[src/rtl/core/i2cm_pkg.sv]
// ----------------------------------------------------------------------------
// i2cm_pkg
// Shared types and constants of the I2C master with 16-bit register address.
// ----------------------------------------------------------------------------
`default_nettype none

package i2cm_pkg;

  // Item commands carried in the input tuser
  typedef enum logic [1:0] {
    CMD_TICK  = 2'd0,
    CMD_QUEUE = 2'd1,
    CMD_READ  = 2'd2,
    CMD_WRITE = 2'd3
  } cmd_t;

  // Configuration register indexes
  localparam logic CFG_DEVICE_ADDRESS = 1'b0;
  localparam logic CFG_ACK_TIMEOUT    = 1'b1;

  // Configuration reset values
  localparam logic [6:0] DEVICE_ADDRESS_RST = 7'd20;
  localparam logic [7:0] ACK_TIMEOUT_RST    = 8'd250;

  // Default depth of the write data buffer
  localparam int MAX_BYTES_DEF = 16;

  // Port widths
  localparam int IN_DATA_W  = 32;
  localparam int OUT_DATA_W = 16;
  localparam int CFG_DATA_W = 8;

  // Classified item passed from the front to the engine
  typedef struct packed {
    cmd_t        cmd;
    logic [15:0] reg_address;
    logic [4:0]  byte_count;
    logic        over_max;
    logic [7:0]  write_byte;
    logic        sda_in;
  } item_t;

endpackage

`default_nettype wire

[src/rtl/core/i2cm_ram.sv]
// ----------------------------------------------------------------------------
// i2cm_ram
// Generic single write port, single read port RAM with registered read.
// ----------------------------------------------------------------------------
`default_nettype none

module i2cm_ram #(
  parameter int WIDTH = 8,
  parameter int DEPTH = 16
) (
  input  wire logic                                   clk,
  input  wire logic                                   we,
  input  wire logic [(DEPTH > 1 ? $clog2(DEPTH) : 1)-1:0] waddr,
  input  wire logic [WIDTH-1:0]                       wdata,
  input  wire logic [(DEPTH > 1 ? $clog2(DEPTH) : 1)-1:0] raddr,
  output logic      [WIDTH-1:0]                       rdata
);

  logic [WIDTH-1:0] mem_r [DEPTH];

  // Write on enable, read every cycle
  always_ff @(posedge clk) begin
    if (we) begin
      mem_r[waddr] <= wdata;
    end
    rdata <= mem_r[raddr];
  end

endmodule

`default_nettype wire

[src/rtl/core/i2cm_front.sv]
// ----------------------------------------------------------------------------
// i2cm_front
// Input side: unpack the stream item, classify it and flag oversize counts.
// ----------------------------------------------------------------------------
`default_nettype none

module i2cm_front
  import i2cm_pkg::*;
#(
  parameter int MAX_BYTES = MAX_BYTES_DEF
) (
  input  wire logic                 in_tvalid,
  output logic                      in_tready,
  input  wire logic [IN_DATA_W-1:0] in_tdata,
  input  wire logic [1:0]           in_tuser,
  input  wire logic                 q_full,
  output logic                      q_push,
  output item_t                     q_item
);

  // Accept whenever the queue has room
  assign in_tready = !q_full;
  assign q_push    = in_tvalid && !q_full;

  // Unpack and classify
  always_comb begin
    q_item.cmd         = cmd_t'(in_tuser);
    q_item.reg_address = in_tdata[15:0];
    q_item.byte_count  = in_tdata[20:16];
    q_item.over_max    = (32'(in_tdata[20:16]) > MAX_BYTES);
    q_item.write_byte  = in_tdata[28:21];
    q_item.sda_in      = in_tdata[29];
  end

endmodule

`default_nettype wire

[src/rtl/core/i2cm_queue.sv]
// ----------------------------------------------------------------------------
// i2cm_queue
// Two-entry item queue between the front and the bus engine.
// ----------------------------------------------------------------------------
`default_nettype none

module i2cm_queue
  import i2cm_pkg::*;
(
  input  wire logic  clk,
  input  wire logic  rst_n,
  input  wire logic  push,
  input  item_t      push_item,
  output logic       full,
  input  wire logic  pop,
  output logic       pop_valid,
  output item_t      pop_item
);

  item_t       mem_r [2];
  logic        wr_ptr_r;
  logic        rd_ptr_r;
  logic [1:0]  count_r;

  assign full      = (count_r == 2'd2);
  assign pop_valid = (count_r != 2'd0);
  assign pop_item  = mem_r[rd_ptr_r];

  // Store pushed items
  always_ff @(posedge clk) begin
    if (push) begin
      mem_r[wr_ptr_r] <= push_item;
    end
  end

  // Advance pointers and occupancy
  always_ff @(posedge clk) begin
    if (!rst_n) begin
      wr_ptr_r <= 1'b0;
      rd_ptr_r <= 1'b0;
      count_r  <= 2'd0;
    end else begin
      if (push) begin
        wr_ptr_r <= !wr_ptr_r;
      end
      if (pop) begin
        rd_ptr_r <= !rd_ptr_r;
      end
      if (push && !pop) begin
        count_r <= count_r + 2'd1;
      end else if (pop && !push) begin
        count_r <= count_r - 2'd1;
      end
    end
  end

endmodule

`default_nettype wire

[src/rtl/core/i2cm_engine.sv]
// ----------------------------------------------------------------------------
// i2cm_engine
// Bus engine: at most one bus phase per tick item, buffer writes, result register.
// ----------------------------------------------------------------------------
`default_nettype none

module i2cm_engine
  import i2cm_pkg::*;
#(
  parameter int MAX_BYTES = MAX_BYTES_DEF
) (
  input  wire logic                  clk,
  input  wire logic                  rst_n,
  input  wire logic                  cfg_we,
  input  wire logic                  cfg_index,
  input  wire logic [CFG_DATA_W-1:0] cfg_data,
  input  wire logic                  q_valid,
  input  item_t                      q_item,
  output logic                       q_pop,
  output logic                       out_tvalid,
  input  wire logic                  out_tready,
  output logic [OUT_DATA_W-1:0]      out_tdata,
  output logic                       out_tlast
);

  localparam int CW = $clog2(MAX_BYTES + 1);
  localparam int AW = (MAX_BYTES > 1) ? $clog2(MAX_BYTES) : 1;

  typedef enum logic [3:0] {
    PH_IDLE, PH_START_A, PH_START_B, PH_TX_LOW, PH_TX_HIGH, PH_ACK_WAIT,
    PH_ACK_HIGH, PH_RS_A, PH_RS_B, PH_RS_C, PH_RX_LOW, PH_RX_HIGH,
    PH_MA_LOW, PH_MA_HIGH, PH_STOP_A, PH_STOP_B
  } phase_t;

  typedef enum logic [2:0] {
    ST_DEV, ST_ADDR_HI, ST_ADDR_LO, ST_RD_DEV, ST_DATA
  } stage_t;

  // Bus state
  phase_t       phase_r, phase_nxt;
  stage_t       stage_r, stage_nxt;
  logic [3:0]   bit_r, bit_nxt;
  logic [CW-1:0] byte_r, byte_nxt;
  logic [7:0]   shift_r, shift_nxt;
  logic [7:0]   wait_r, wait_nxt;
  logic [15:0]  addr_r, addr_nxt;
  logic [CW-1:0] count_r, count_nxt;
  logic         rd_r, rd_nxt;
  logic [CW-1:0] fill_r, fill_nxt;
  logic         err_r, err_nxt;
  logic [6:0]   dev_r;
  logic [7:0]   tmo_r;

  // Result register
  logic         out_valid_r;
  logic         out_scl_r, out_sda_r, out_drive_r;
  logic [7:0]   out_rdata_r;
  logic         out_rvalid_r, out_last_r, out_busy_r, out_done_r, out_err_r;

  // Per-item results
  logic         scl, sda, drive, rvalid, rlast, done, derr;
  logic [7:0]   rdata;

  // Helpers
  logic [CW:0]  byte_inc;
  logic [CW:0]  ma_inc;
  logic [8:0]   wait_inc;
  logic [CW:0]  raddr_full;
  logic         ram_we;
  logic [7:0]   ram_rdata;

  // Data buffer: written at the fill point, read at the next byte to send
  assign ram_we     = q_pop && (phase_r == PH_IDLE) && (q_item.cmd == CMD_QUEUE)
                      && (32'(fill_r) < MAX_BYTES);
  assign raddr_full = (stage_r == ST_DATA) ? ({1'b0, byte_r} + (CW+1)'(1))
                                           : {1'b0, byte_r};

  i2cm_ram #(
    .WIDTH (8),
    .DEPTH (MAX_BYTES)
  ) u_txbuf (
    .clk   (clk),
    .we    (ram_we),
    .waddr (fill_r[AW-1:0]),
    .wdata (q_item.write_byte),
    .raddr (raddr_full[AW-1:0]),
    .rdata (ram_rdata)
  );

  // Take an item when the result register is free or being drained
  assign q_pop = q_valid && (!out_valid_r || out_tready);

  assign byte_inc = {1'b0, byte_r} + (CW+1)'(1);
  assign wait_inc = {1'b0, wait_r} + 9'd1;

  // Next bus state
  always_comb begin
    phase_nxt = phase_r;
    stage_nxt = stage_r;
    bit_nxt   = bit_r;
    byte_nxt  = byte_r;
    shift_nxt = shift_r;
    wait_nxt  = wait_r;
    addr_nxt  = addr_r;
    count_nxt = count_r;
    rd_nxt    = rd_r;
    fill_nxt  = fill_r;
    err_nxt   = err_r;
    rvalid    = 1'b0;
    rlast     = 1'b0;
    rdata     = 8'd0;
    done      = 1'b0;
    derr      = 1'b0;
    if (q_pop) begin
      if (phase_r == PH_IDLE) begin
        unique case (q_item.cmd)
          CMD_TICK: begin
          end
          CMD_QUEUE: begin
            if (ram_we) begin
              fill_nxt = fill_r + CW'(1);
            end
          end
          CMD_READ, CMD_WRITE: begin
            addr_nxt  = q_item.reg_address;
            count_nxt = q_item.over_max ? CW'(MAX_BYTES) : CW'(q_item.byte_count);
            rd_nxt    = (q_item.cmd == CMD_READ);
            stage_nxt = ST_DEV;
            byte_nxt  = '0;
            bit_nxt   = 4'd0;
            wait_nxt  = 8'd0;
            err_nxt   = 1'b0;
            phase_nxt = PH_START_A;
          end
        endcase
      end else if (q_item.cmd == CMD_TICK) begin
        unique case (phase_r)
          PH_START_A: phase_nxt = PH_START_B;
          PH_START_B: begin
            stage_nxt = ST_DEV;
            shift_nxt = {dev_r, 1'b0};
            bit_nxt   = 4'd0;
            phase_nxt = PH_TX_LOW;
          end
          PH_TX_LOW: phase_nxt = PH_TX_HIGH;
          PH_TX_HIGH: begin
            shift_nxt = {shift_r[6:0], 1'b0};
            bit_nxt   = bit_r + 4'd1;
            if (bit_r == 4'd7) begin
              wait_nxt  = 8'd0;
              phase_nxt = PH_ACK_WAIT;
            end else begin
              phase_nxt = PH_TX_LOW;
            end
          end
          PH_ACK_WAIT: begin
            if (q_item.sda_in) begin
              if (wait_inc > {1'b0, tmo_r}) begin
                err_nxt   = 1'b1;
                phase_nxt = PH_STOP_A;
              end else begin
                wait_nxt = wait_inc[7:0];
              end
            end else begin
              phase_nxt = PH_ACK_HIGH;
            end
          end
          PH_ACK_HIGH: begin
            // Pick the next byte of the transaction
            unique case (stage_r)
              ST_DEV: begin
                stage_nxt = ST_ADDR_HI;
                shift_nxt = addr_r[15:8];
                bit_nxt   = 4'd0;
                phase_nxt = PH_TX_LOW;
              end
              ST_ADDR_HI: begin
                stage_nxt = ST_ADDR_LO;
                shift_nxt = addr_r[7:0];
                bit_nxt   = 4'd0;
                phase_nxt = PH_TX_LOW;
              end
              ST_ADDR_LO: begin
                priority if (rd_r) begin
                  phase_nxt = PH_RS_A;
                end else if (count_r == '0) begin
                  phase_nxt = PH_STOP_A;
                end else begin
                  stage_nxt = ST_DATA;
                  byte_nxt  = '0;
                  shift_nxt = ram_rdata;
                  bit_nxt   = 4'd0;
                  phase_nxt = PH_TX_LOW;
                end
              end
              ST_RD_DEV: begin
                if (count_r == '0) begin
                  phase_nxt = PH_STOP_A;
                end else begin
                  byte_nxt  = '0;
                  shift_nxt = 8'd0;
                  bit_nxt   = 4'd0;
                  phase_nxt = PH_RX_LOW;
                end
              end
              default: begin
                byte_nxt = byte_inc[CW-1:0];
                if (byte_inc >= {1'b0, count_r}) begin
                  phase_nxt = PH_STOP_A;
                end else begin
                  shift_nxt = ram_rdata;
                  bit_nxt   = 4'd0;
                  phase_nxt = PH_TX_LOW;
                end
              end
            endcase
          end
          PH_RS_A: phase_nxt = PH_RS_B;
          PH_RS_B: phase_nxt = PH_RS_C;
          PH_RS_C: begin
            stage_nxt = ST_RD_DEV;
            shift_nxt = {dev_r, 1'b1};
            bit_nxt   = 4'd0;
            phase_nxt = PH_TX_LOW;
          end
          PH_RX_LOW: phase_nxt = PH_RX_HIGH;
          PH_RX_HIGH: begin
            shift_nxt = {shift_r[6:0], q_item.sda_in};
            bit_nxt   = bit_r + 4'd1;
            if (bit_r == 4'd7) begin
              rvalid    = 1'b1;
              rdata     = {shift_r[6:0], q_item.sda_in};
              rlast     = (byte_inc == {1'b0, count_r});
              phase_nxt = PH_MA_LOW;
            end else begin
              phase_nxt = PH_RX_LOW;
            end
          end
          PH_MA_LOW: phase_nxt = PH_MA_HIGH;
          PH_MA_HIGH: begin
            byte_nxt = byte_inc[CW-1:0];
            if (byte_inc >= {1'b0, count_r}) begin
              phase_nxt = PH_STOP_A;
            end else begin
              shift_nxt = 8'd0;
              bit_nxt   = 4'd0;
              phase_nxt = PH_RX_LOW;
            end
          end
          PH_STOP_A: phase_nxt = PH_STOP_B;
          default: begin
            // Stop complete: report and release the bus
            done      = 1'b1;
            derr      = err_r;
            err_nxt   = 1'b0;
            fill_nxt  = '0;
            phase_nxt = PH_IDLE;
          end
        endcase
      end
    end
  end

  // Line levels of the phase just entered
  assign ma_inc = {1'b0, byte_nxt} + (CW+1)'(1);

  always_comb begin
    unique case (phase_nxt)
      PH_START_A, PH_RS_B: begin
        scl = 1'b1; sda = 1'b1; drive = 1'b1;
      end
      PH_START_B, PH_RS_C, PH_STOP_B: begin
        scl = 1'b1; sda = 1'b0; drive = 1'b1;
      end
      PH_TX_LOW: begin
        scl = 1'b0; sda = shift_nxt[7]; drive = 1'b1;
      end
      PH_TX_HIGH: begin
        scl = 1'b1; sda = shift_nxt[7]; drive = 1'b1;
      end
      PH_ACK_WAIT, PH_RX_LOW: begin
        scl = 1'b0; sda = 1'b1; drive = 1'b0;
      end
      PH_ACK_HIGH, PH_RX_HIGH: begin
        scl = 1'b1; sda = 1'b1; drive = 1'b0;
      end
      PH_RS_A: begin
        scl = 1'b0; sda = 1'b1; drive = 1'b1;
      end
      PH_MA_LOW, PH_MA_HIGH: begin
        scl   = (phase_nxt == PH_MA_HIGH);
        sda   = (ma_inc == {1'b0, count_nxt});
        drive = 1'b1;
      end
      PH_STOP_A: begin
        scl = 1'b0; sda = 1'b0; drive = 1'b1;
      end
      default: begin
        scl = 1'b1; sda = 1'b1; drive = done;
      end
    endcase
  end

  // Hold state, configuration and the result register
  always_ff @(posedge clk) begin
    if (!rst_n) begin
      phase_r     <= PH_IDLE;
      stage_r     <= ST_DEV;
      bit_r       <= 4'd0;
      byte_r      <= '0;
      shift_r     <= 8'd0;
      wait_r      <= 8'd0;
      addr_r      <= 16'd0;
      count_r     <= '0;
      rd_r        <= 1'b0;
      fill_r      <= '0;
      err_r       <= 1'b0;
      dev_r       <= DEVICE_ADDRESS_RST;
      tmo_r       <= ACK_TIMEOUT_RST;
      out_valid_r <= 1'b0;
    end else begin
      phase_r <= phase_nxt;
      stage_r <= stage_nxt;
      bit_r   <= bit_nxt;
      byte_r  <= byte_nxt;
      shift_r <= shift_nxt;
      wait_r  <= wait_nxt;
      addr_r  <= addr_nxt;
      count_r <= count_nxt;
      rd_r    <= rd_nxt;
      fill_r  <= fill_nxt;
      err_r   <= err_nxt;
      if (cfg_we) begin
        unique case (cfg_index)
          CFG_DEVICE_ADDRESS: dev_r <= cfg_data[6:0];
          CFG_ACK_TIMEOUT:    tmo_r <= cfg_data[7:0];
        endcase
      end
      if (q_pop) begin
        out_valid_r <= 1'b1;
      end else if (out_tready) begin
        out_valid_r <= 1'b0;
      end
    end
  end

  // Result payload
  always_ff @(posedge clk) begin
    if (q_pop) begin
      out_scl_r    <= scl;
      out_sda_r    <= sda;
      out_drive_r  <= drive;
      out_rdata_r  <= rdata;
      out_rvalid_r <= rvalid;
      out_last_r   <= rvalid && rlast;
      out_busy_r   <= (phase_nxt != PH_IDLE);
      out_done_r   <= done;
      out_err_r    <= derr;
    end
  end

  assign out_tvalid = out_valid_r;
  assign out_tlast  = out_last_r;
  assign out_tdata  = {1'b0, out_err_r, out_done_r, out_busy_r, out_rvalid_r,
                       out_rdata_r, out_drive_r, out_sda_r, out_scl_r};

  // A taken item always leaves a result behind
  a_pop_gives_result: assert property (@(posedge clk) disable iff (!rst_n)
    q_pop |=> out_valid_r)
    else $error("item taken without a result");

  // A received byte is followed by the master acknowledge phase
  a_rx_then_ack: assert property (@(posedge clk) disable iff (!rst_n)
    (out_valid_r && out_rvalid_r) |->
      (!out_scl_r && out_drive_r && (out_sda_r == out_last_r)))
    else $error("received byte not followed by master acknowledge");

  // An error is reported only with the closing stop
  a_err_on_done: assert property (@(posedge clk) disable iff (!rst_n)
    (out_valid_r && out_err_r) |-> (out_done_r && !out_busy_r))
    else $error("ack error outside the done result");

  // The buffer is never filled past its depth
  a_fill_bound: assert property (@(posedge clk) disable iff (!rst_n)
    32'(fill_r) <= MAX_BYTES)
    else $error("buffer fill beyond depth");

endmodule

`default_nettype wire

[src/rtl/core/i2c_master_reg16_burst_top.sv]
// ----------------------------------------------------------------------------
// i2c_master_reg16_burst_top
// I2C master for register transactions with a 16-bit register address.
// ----------------------------------------------------------------------------
//
//  Channel   Direction  Handshake             Payload
//  in_       slave      in_tvalid/in_tready   tdata: reg_address, byte_count,
//                                             write_byte, sda_in; tuser: command
//  out_      master     out_tvalid/out_tready tdata: bus levels and status;
//                                             tlast: last_byte
//  cfg_      write      cfg_we                cfg_index, cfg_data
//
//  One item per clock sustained while out_tready stays high; each item's result
//  passes through a queue entry, then the result register, before it is
//  presented on the out_ channel.
//  Each tick item outside idle advances the bus engine by at most one phase.
//  The two-entry queue takes items until full while a result waits on out_tready.
//  Synchronous active-low reset clears control state and loads the register
//  defaults; the write data buffer holds no defined contents until written.
// ----------------------------------------------------------------------------
`default_nettype none

module i2c_master_reg16_burst_top
  import i2cm_pkg::*;
#(
  parameter int MAX_BYTES = MAX_BYTES_DEF
) (
  input  wire logic                  clk,
  input  wire logic                  rst_n,
  // Input items
  input  wire logic                  in_tvalid,
  output logic                       in_tready,
  // [15:0] reg_address, [20:16] byte_count, [28:21] write_byte, [29] sda_in
  input  wire logic [IN_DATA_W-1:0]  in_tdata,
  // [1:0] command
  input  wire logic [1:0]            in_tuser,
  // Result items
  output logic                       out_tvalid,
  input  wire logic                  out_tready,
  // [0] scl_level, [1] sda_level, [2] sda_drive, [10:3] read_data,
  // [11] read_valid, [12] busy_res, [13] done_res, [14] ack_error
  output logic [OUT_DATA_W-1:0]      out_tdata,
  output logic                       out_tlast,
  // Configuration writes
  input  wire logic                  cfg_we,
  input  wire logic                  cfg_index,
  input  wire logic [CFG_DATA_W-1:0] cfg_data
);

  logic  q_full;
  logic  q_push;
  item_t q_push_item;
  logic  q_pop;
  logic  q_valid;
  item_t q_item;

  i2cm_front #(
    .MAX_BYTES (MAX_BYTES)
  ) u_front (
    .in_tvalid (in_tvalid),
    .in_tready (in_tready),
    .in_tdata  (in_tdata),
    .in_tuser  (in_tuser),
    .q_full    (q_full),
    .q_push    (q_push),
    .q_item    (q_push_item)
  );

  i2cm_queue u_queue (
    .clk       (clk),
    .rst_n     (rst_n),
    .push      (q_push),
    .push_item (q_push_item),
    .full      (q_full),
    .pop       (q_pop),
    .pop_valid (q_valid),
    .pop_item  (q_item)
  );

  i2cm_engine #(
    .MAX_BYTES (MAX_BYTES)
  ) u_engine (
    .clk        (clk),
    .rst_n      (rst_n),
    .cfg_we     (cfg_we),
    .cfg_index  (cfg_index),
    .cfg_data   (cfg_data),
    .q_valid    (q_valid),
    .q_item     (q_item),
    .q_pop      (q_pop),
    .out_tvalid (out_tvalid),
    .out_tready (out_tready),
    .out_tdata  (out_tdata),
    .out_tlast  (out_tlast)
  );

endmodule

`default_nettype wire
[config.mk]
export PLATFORM = sky130hd
export DESIGN_NAME = i2c_master_reg16_burst_top
export DESIGN_NICKNAME = d
export VERILOG_FILES = /design/src/rtl/core/i2cm_pkg.sv /design/src/rtl/core/i2cm_ram.sv /design/src/rtl/core/i2cm_front.sv /design/src/rtl/core/i2cm_queue.sv /design/src/rtl/core/i2cm_engine.sv /design/src/rtl/core/i2c_master_reg16_burst_top.sv
export SDC_FILE = /design/constraint.sdc
export NUM_CORES = 1
export LEC_CHECK = 0
export ABC_AREA = 0
export BUFFER_PORTS_ARGS = -buffer_cell sky130_fd_sc_hd__buf_4
export CAP_MARGIN = 15
export CORE_ASPECT_RATIO = 1.1
export CORE_UTILIZATION = 25
export CTS_CLUSTER_SIZE = 40
export DETAILED_ROUTE_END_ITERATION = 10
export REMOVE_ABC_BUFFERS = 1
export SYNTH_ARGS = -nofsm -noshare
export SYNTH_HDL_FRONTEND = slang
export SYNTH_HIERARCHICAL = 1
export SYNTH_SLANG_ARGS = --single-unit
[constraint.sdc]
create_clock -name clk -period 4.66 [get_ports clk]
set_clock_uncertainty 0.2 [all_clocks]
set_input_delay 0.233 -clock clk [delete_from_list [all_inputs] [get_ports clk]]
set_output_delay 0.233 -clock clk [all_outputs]
set_load 0.01 [all_outputs]
==> results of run 1 <==
[per-layer routing]
| metal | global-route usage (%) | wire length, um | vias to the layer above |
|---|---|---|---|
| met1 | 12.6 | 12500 | 4170 |
| li1 | - | - | 4028 |
| met5 | 0 | 0 | - |
| met2 | 20.7 | 15900 | 188 |
| met4 | 4.35 | 952 | 0 |
| met3 | 1.81 | 1260 | 61 |
[tightest hold or removal path: cells and delay by family]
| kind | cells | cell delay (ns) |
|---|---|---|
| buffers and inverters | 1 | 0.11 |
| AOI/OAI and AO/OA | 1 | 0.11 |
| and+or+nand+nor | 2 | 0.28 |
[stage by stage]
| step | worst slack [ns] | total power [mW] | cells | area [um^2] | hold slack [ns] |
|---|---|---|---|---|---|
| 3_5_place_dp | 0.673 | 4.81 | 1758 | 14400 | 0.221 |
| 2_1_floorplan | -0.0188 | 4.24 | 949 | 12900 | 0.105 |
| 3_3_place_gp | 0.744 | 4.77 | 1758 | 14400 | 0.220 |
| 6_report | 0.650 | 7.29 | 1869 | 16000 | 0.0509 |
| 5_1_grt | 0.286 | 7.63 | 1869 | 16000 | 0.0585 |
| 4_1_cts | 0.647 | 7.38 | 1868 | 16000 | 0.0345 |
[power groups by stage]
| stage | Clock [mW] | Combinational, mW | Sequential, mW |
|---|---|---|---|
| finish | 2.52 | 1.37 | 3.40 |
| global route | 2.70 | 1.50 | 3.42 |
| CTS | 2.59 | 1.39 | 3.40 |
| detailed placement | 0 | 1.35 | 3.46 |
| global placement | 0 | 1.32 | 3.45 |
| floorplan | 0 | 0.802 | 3.44 |
[flip-flops by register name, summed over array words and instances, names as in the netlist, 2 cells and up, named ones only]
register and count:
u_engine/u_txbuf/mem_r 128, u_queue/mem_r 66, u_engine/addr_r 16, u_engine/out_rdata_r 8, u_engine/shift_r 8, u_engine/tmo_r 8, u_engine/u_txbuf/rdata 8, u_engine/wait_r 8
u_engine/dev_r 7, u_engine/byte_r 5, u_engine/count_r 5, u_engine/fill_r 5, u_engine/bit_r 4, u_engine/phase_r 4, u_engine/stage_r 3, u_queue/count_r 2
[cell usage after synthesis (all sizes together), types with 4 or more instances]
cell type	count	share of area (%)
ha	19	1.8
nand3	13	0.48
o211ai	13	0.76
or3	5	0.26
buf	57	3.2
mux2i	7	0.52
nand2	101	2.8
or2	5	0.23
and3	8	0.39
a211oi	5	0.28
a21o	4	0.24
a21boi	32	1.8
a221oi	6	0.39
nand4	5	0.23
a22oi	26	1.4
dfxtp	89	13
xor2	15	0.97
nor2	45	1.2
edfxtp	210	47
nor3b	7	0.39
nor3	18	0.70
and2	25	1.2
inv	26	0.72
nand3b	11	0.61
nor2b	24	1.1
o21ai	39	1.4
mux2	34	2.8
nand2b	11	0.51
xnor2	11	0.71
clkbuf	32	1.6
o22ai	11	0.51
mux4	32	5.7
a21oi	34	1.3
[cells by family (layout without fill, tap and decap cells)]
kind of cell             Yosys count  in the layout  synth area share, %
AND/OR/NAND/NOR                  301            301                 11.7
adder cells (fa/ha/maj)           19             19                 1.75
other                              1              1               0.0277
multiplexers                      73             73                 9.05
AO/OA/AOI/OAI                    204            204                 10.5
XOR/XNOR                          26             26                 1.68
buffers and inverters            118            218                 5.67
flip-flops                       299            299                 59.7
[path summary, 6_finish.rpt]
check / from / end / slack, ns
max: u_engine/wait_r[0] / u_engine/wait_r[5] / 0.65
min: in_tvalid / u_queue/wr_ptr_r / 0.05
max reg2reg: u_engine/wait_r[0] / u_engine/wait_r[5] / 0.65
min reg2reg: u_engine/addr_r[13] / u_engine/addr_r[13] / 0.26
[layout make-up]
class                   count  share of cell area [%]
repair buffers            131                    7.00
clock inverters            19                   0.932
well taps                 728                    5.70
flip-flops and latches    299                    50.6
multi-input cells         624                    29.5
clock buffers              42                    5.65
inverters                  26                   0.611
==> out/qor.yml, run 1 <==
root_buffer: "clkbuf_16"
ctsHoldBuffers: 49
leakage_nw: 5.41
post_cts_buffers: 0
die_x_um: 224
multi_input_area_mm2: 0.00471
slew_headroom_pct: 34.0
worstPathCellList: "ha_1 > and3_1 > and3_1 > xor2_1 > ha_1 > nand4_1 > or2_2 > a32oi_1 > a41oi_1 > or4_1 > nor2_1 > nand3b_1 > a21boi_0"
finalCritPeriodShare_pct: 86.1
nNetsFinal: 1183
power.density_mw_per_mm2: 456
worstHoldPathType: "primary input to register"
syn_inst: 1041
path_max_fanout: 12
drtIter0Drc: 590
initial_utilization_pct: 25.3
intPower_mw: 5.28
p_sw_mw: 2.01
sw_frac_of_total_pct: 27.6
startpoint_type: "register"
drive_gt1_share_pct: 18.3
ctsLongestPathBuffers: 3
ys_seq_elements: 299
yosys_warnings: 6
final-setup-viol-count: 0
layout_commonest_cell: "edfxtp_1"
final_cell_mix: "edfxtp_1 (210), nand2_1 (101), dfxtp_1 (89), buf_4 (81), dlygate4sd3_1 (49)"
clock_sinks: 299
avgViaCountPerCell: 4.52
cts-htree-levels: 2
rsz0062_at_grt: "false"
place.gp.congestion: 0.831
slowest_stage: "or4_1"
crit_required_ns: 4.89
crit_buf_inv: 0
wl_per_cell_um: 16.4
path_clk_slew_ns: 0.06
hold_depth: 4
die_area_mm2: 0.0552
cp-end-kind: "register"
syn_to_final_growth_pct: 17.9
fill_cells: 5398
drc: 0
tns_ns: 0
worst_pin_slew_ns: 0.989
ant_nets: 0
cpPeakStageDelay_ns: 0.61
p_comb_share_pct: 18.8
outcome: "finished, final reports clean"
cts_buffers: 34
r2r_cells: 13
ys_types: 80
routed_wirelength_um: 30700
crit_family: "simple AND/OR/NAND/NOR gates"
io_pins: 67
netlist_area_mm2: 0.0136
fmax_mhz: 249
first_pass_iters: 5
grtUsageTotal_pct: 11.2
path_class: "register to register"
port_buffers: 63
clkPwrFrac_pct: 34.6
gr-total-overflow: 0
max-vdd-ir-drop_mv: 0.319
synth_edf_count: 210
report.final.slew_viol_count: 0
antenna_cells: 0
arrival_ns: 4.24
grt_pass1_vias: 8704
synth_ff_type: "edfxtp_1"
p_seq_share_pct: 46.6
grt_pass1_wl_um: 47900
cap_violations: 0
path_depth: 13
antenna_found_initial: 0
finalHoldViolCount: 0
fin_util_pct: 29.8
cts_resized: 0
vias: 8447
dp_hpwl_um: 20700
core_mm2: 0.0536
async_flop_share_pct: 0
placementRows: 89
die_h_um: 246
clk_latency_ns: 0.51
avgSynthCellArea_um2: 13.0
cts_tree: "built"
finalCriticalPeriod_ns: 4.01
yosysSeqAreaShare_pct: 59.7
seq_area_mm2: 0.00809
grt_max_degree: 79
Note: power is estimated with default switching activity, not from simulation.
==> inputs of run 2 (changes only) <==
--- a/config.mk
+++ b/config.mk
@@ -9,10 +9,12 @@
 export BUFFER_PORTS_ARGS = -buffer_cell sky130_fd_sc_hd__buf_4
 export CAP_MARGIN = 15
 export CORE_ASPECT_RATIO = 1.1
-export CORE_UTILIZATION = 25
+export CORE_UTILIZATION = 61
 export CTS_CLUSTER_SIZE = 40
 export DETAILED_ROUTE_END_ITERATION = 10
+export PLACE_DENSITY = 0.79
 export REMOVE_ABC_BUFFERS = 1
+export SLEW_MARGIN = 25
 export SYNTH_ARGS = -nofsm -noshare
 export SYNTH_HDL_FRONTEND = slang
 export SYNTH_HIERARCHICAL = 1
==> out/qor.yml, run 2 (synthesis gave the netlist of run 1 again) <==
outcome: "complete, but fails checks"
violations: "hold timing"
antenna_cells: 0
port_buffers: 63
leakage_nw: 5.38
dp_hpwl_um: 17800
die_area_mm2: 0.0228
grt_pass1_vias: 8482
root_buffer: "clkbuf_16"
initial_utilization_pct: 62.8
io_pins: 67
cp-end-kind: "register"
timing.hold.ws_ns: -0.000127
slew_headroom_pct: 35.0
finalCriticalPeriod_ns: 3.98
placementRows: 56
gr-total-overflow: 0
largestRegisters: "u_engine/u_txbuf/mem_r x128, u_queue/mem_r x66, u_engine/addr_r x16"
largest_register_ffs: 128
finalHoldViolCount: 1
core_mm2: 0.0216
first_pass_iters: 6
p_total_mw: 7.13
hold_end: "u_queue/wr_ptr_r"
grtUsageTotal_pct: 26.1
ctsLongestPathBuffers: 3
startpoint_type: "register"
cts_tree: "built"
clock_sinks: 299
antenna_found_initial: 0
timing.final.ws_setup_ns: 0.677
crit_required_ns: 4.94
path_clk_slew_ns: 0.06
rrSetupSlack_ns: 0.68
cts_resized: 0
wl_per_cell_um: 20.2
r2r_cells: 13
clk_latency_ns: 0.56
fill_cells: 1426
vias: 8566
grt_max_degree: 79
avgViaCountPerCell: 6.01
fin_util_pct: 71.2
nNetsFinal: 1179
slowest_stage: "or4_1"
cap_violations: 0
syn_to_final_growth_pct: 13.4
final_cell_mix: "edfxtp_1 (210), nand2_1 (101), dfxtp_1 (89), buf_4 (81), dlygate4sd3_1 (50)"
rsz0062_at_grt: "false"
arrival_ns: 4.26
finalCritPeriodShare_pct: 85.5
tns_ns: 0
regMostFlops: "u_engine/u_txbuf/mem_r"
worstPathCellList: "ha_1 > and3_1 > and3_1 > xor2_1 > ha_1 > nand4_1 > or2_2 > a32oi_1 > a41oi_1 > or4_1 > nor2_1 > nand3b_1 > a21boi_0"
r2r_start: "u_engine/wait_r[0]"
layout_commonest_cell: "edfxtp_1"
grt_pass1_wl_um: 44900
dp_slack_ns: 0.690
rr_endpoint: "u_engine/wait_r[2]"
die_h_um: 158
hold_depth: 4
worst_pin_slew_ns: 0.971
drtIter0Drc: 766
die_x_um: 144
post_cts_buffers: 0
cts_buffers: 29
max-vdd-ir-drop_mv: 0.523
path_class: "register to register"
worstHoldPathType: "primary input to register"
min_from: "in_tvalid"
drc: 0
cts-htree-levels: 1
drive_gt1_share_pct: 17.8
fmax_mhz: 251
power.density_mw_per_mm2: 464
cpPeakStageDelay_ns: 0.61
final-setup-viol-count: 0
ant_nets: 0
place.gp.congestion: 0.940
path_max_fanout: 12
report.final.slew_viol_count: 0
routed_wirelength_um: 28800
-- run 2: cell types whose count changed in the layout (fill, tap and decap cells not counted), sizes merged --
cell,change
dlygate4sd3,+1
clkinvlp,-1
clkbuf,-2
clkinv,-6
bufinv,+2
-- run 2: cell type report --
class	instances	area (um^2)	share of cell area [%]
flip-flops and latches	299	8090	52.6
clock buffers	40	797	5.19
repair buffers	132	1130	7.34
inverters	26	97.6	0.635
well taps	290	363	2.36
multi-input cells	624	4710	30.7
clock inverters	14	179	1.16
-- run 2: worst max-delay path: cells and delay by family (launching register included) --
kind | cells | cell delay [ns]
and+or+nand+nor | 7 | 2.00
DFF | 1 | 0.40
adders and majority gates | 2 | 0.57
xor gates and xnor gates | 1 | 0.10
AOI/OAI and AO/OA | 3 | 0.64
-- run 2: timing repair --
item,in CTS,in global routing
hold buffers,50,0
endpoints found under the setup margin,0,0
endpoints found under the hold margin,82,0
-- run 2: power by group --
| group | internal [mW] | switching [mW] |
|---|---|---|
| Sequential | 3.22 | 0.145 |
| Clock | 1.42 | 0.971 |
| Combinational | 0.576 | 0.799 |
| Total | 5.21 | 1.91 |
-- run 2: per-layer routing --
metal,global-route usage (%),vias up,wire [um]
met4,9.98,0,932
met2,48.5,287,15400
met1,30.7,4202,11100
met5,0,-,0
li1,-,4014,-
met3,2.80,63,1340
-- run 2: per-stage QoR --
stage	instance area [um^2]	cells	hold slack (ns)
finish	15400	1425	-0.000127
global route	15400	1425	0.0112
CTS	15300	1424	0.000336
detailed placement	13900	1320	0.222
global placement	13900	1320	0.219
floorplan	12900	949	0.105
-- run 2: worst max-delay path by stage --
stage	startpoint	to	depth (start not counted)
2_1_floorplan	u_engine/stage_r[0]	u_engine/u_txbuf/rdata[0]	5
3_3_place_gp	u_engine/wait_r[0]	u_engine/wait_r[2]	13
3_5_place_dp	u_engine/wait_r[0]	u_engine/out_sda_r	13
4_1_cts	u_engine/wait_r[0]	u_engine/wait_r[6]	13
5_1_grt	u_engine/wait_r[0]	u_engine/wait_r[4]	13
6_report	u_engine/wait_r[0]	u_engine/wait_r[2]	13
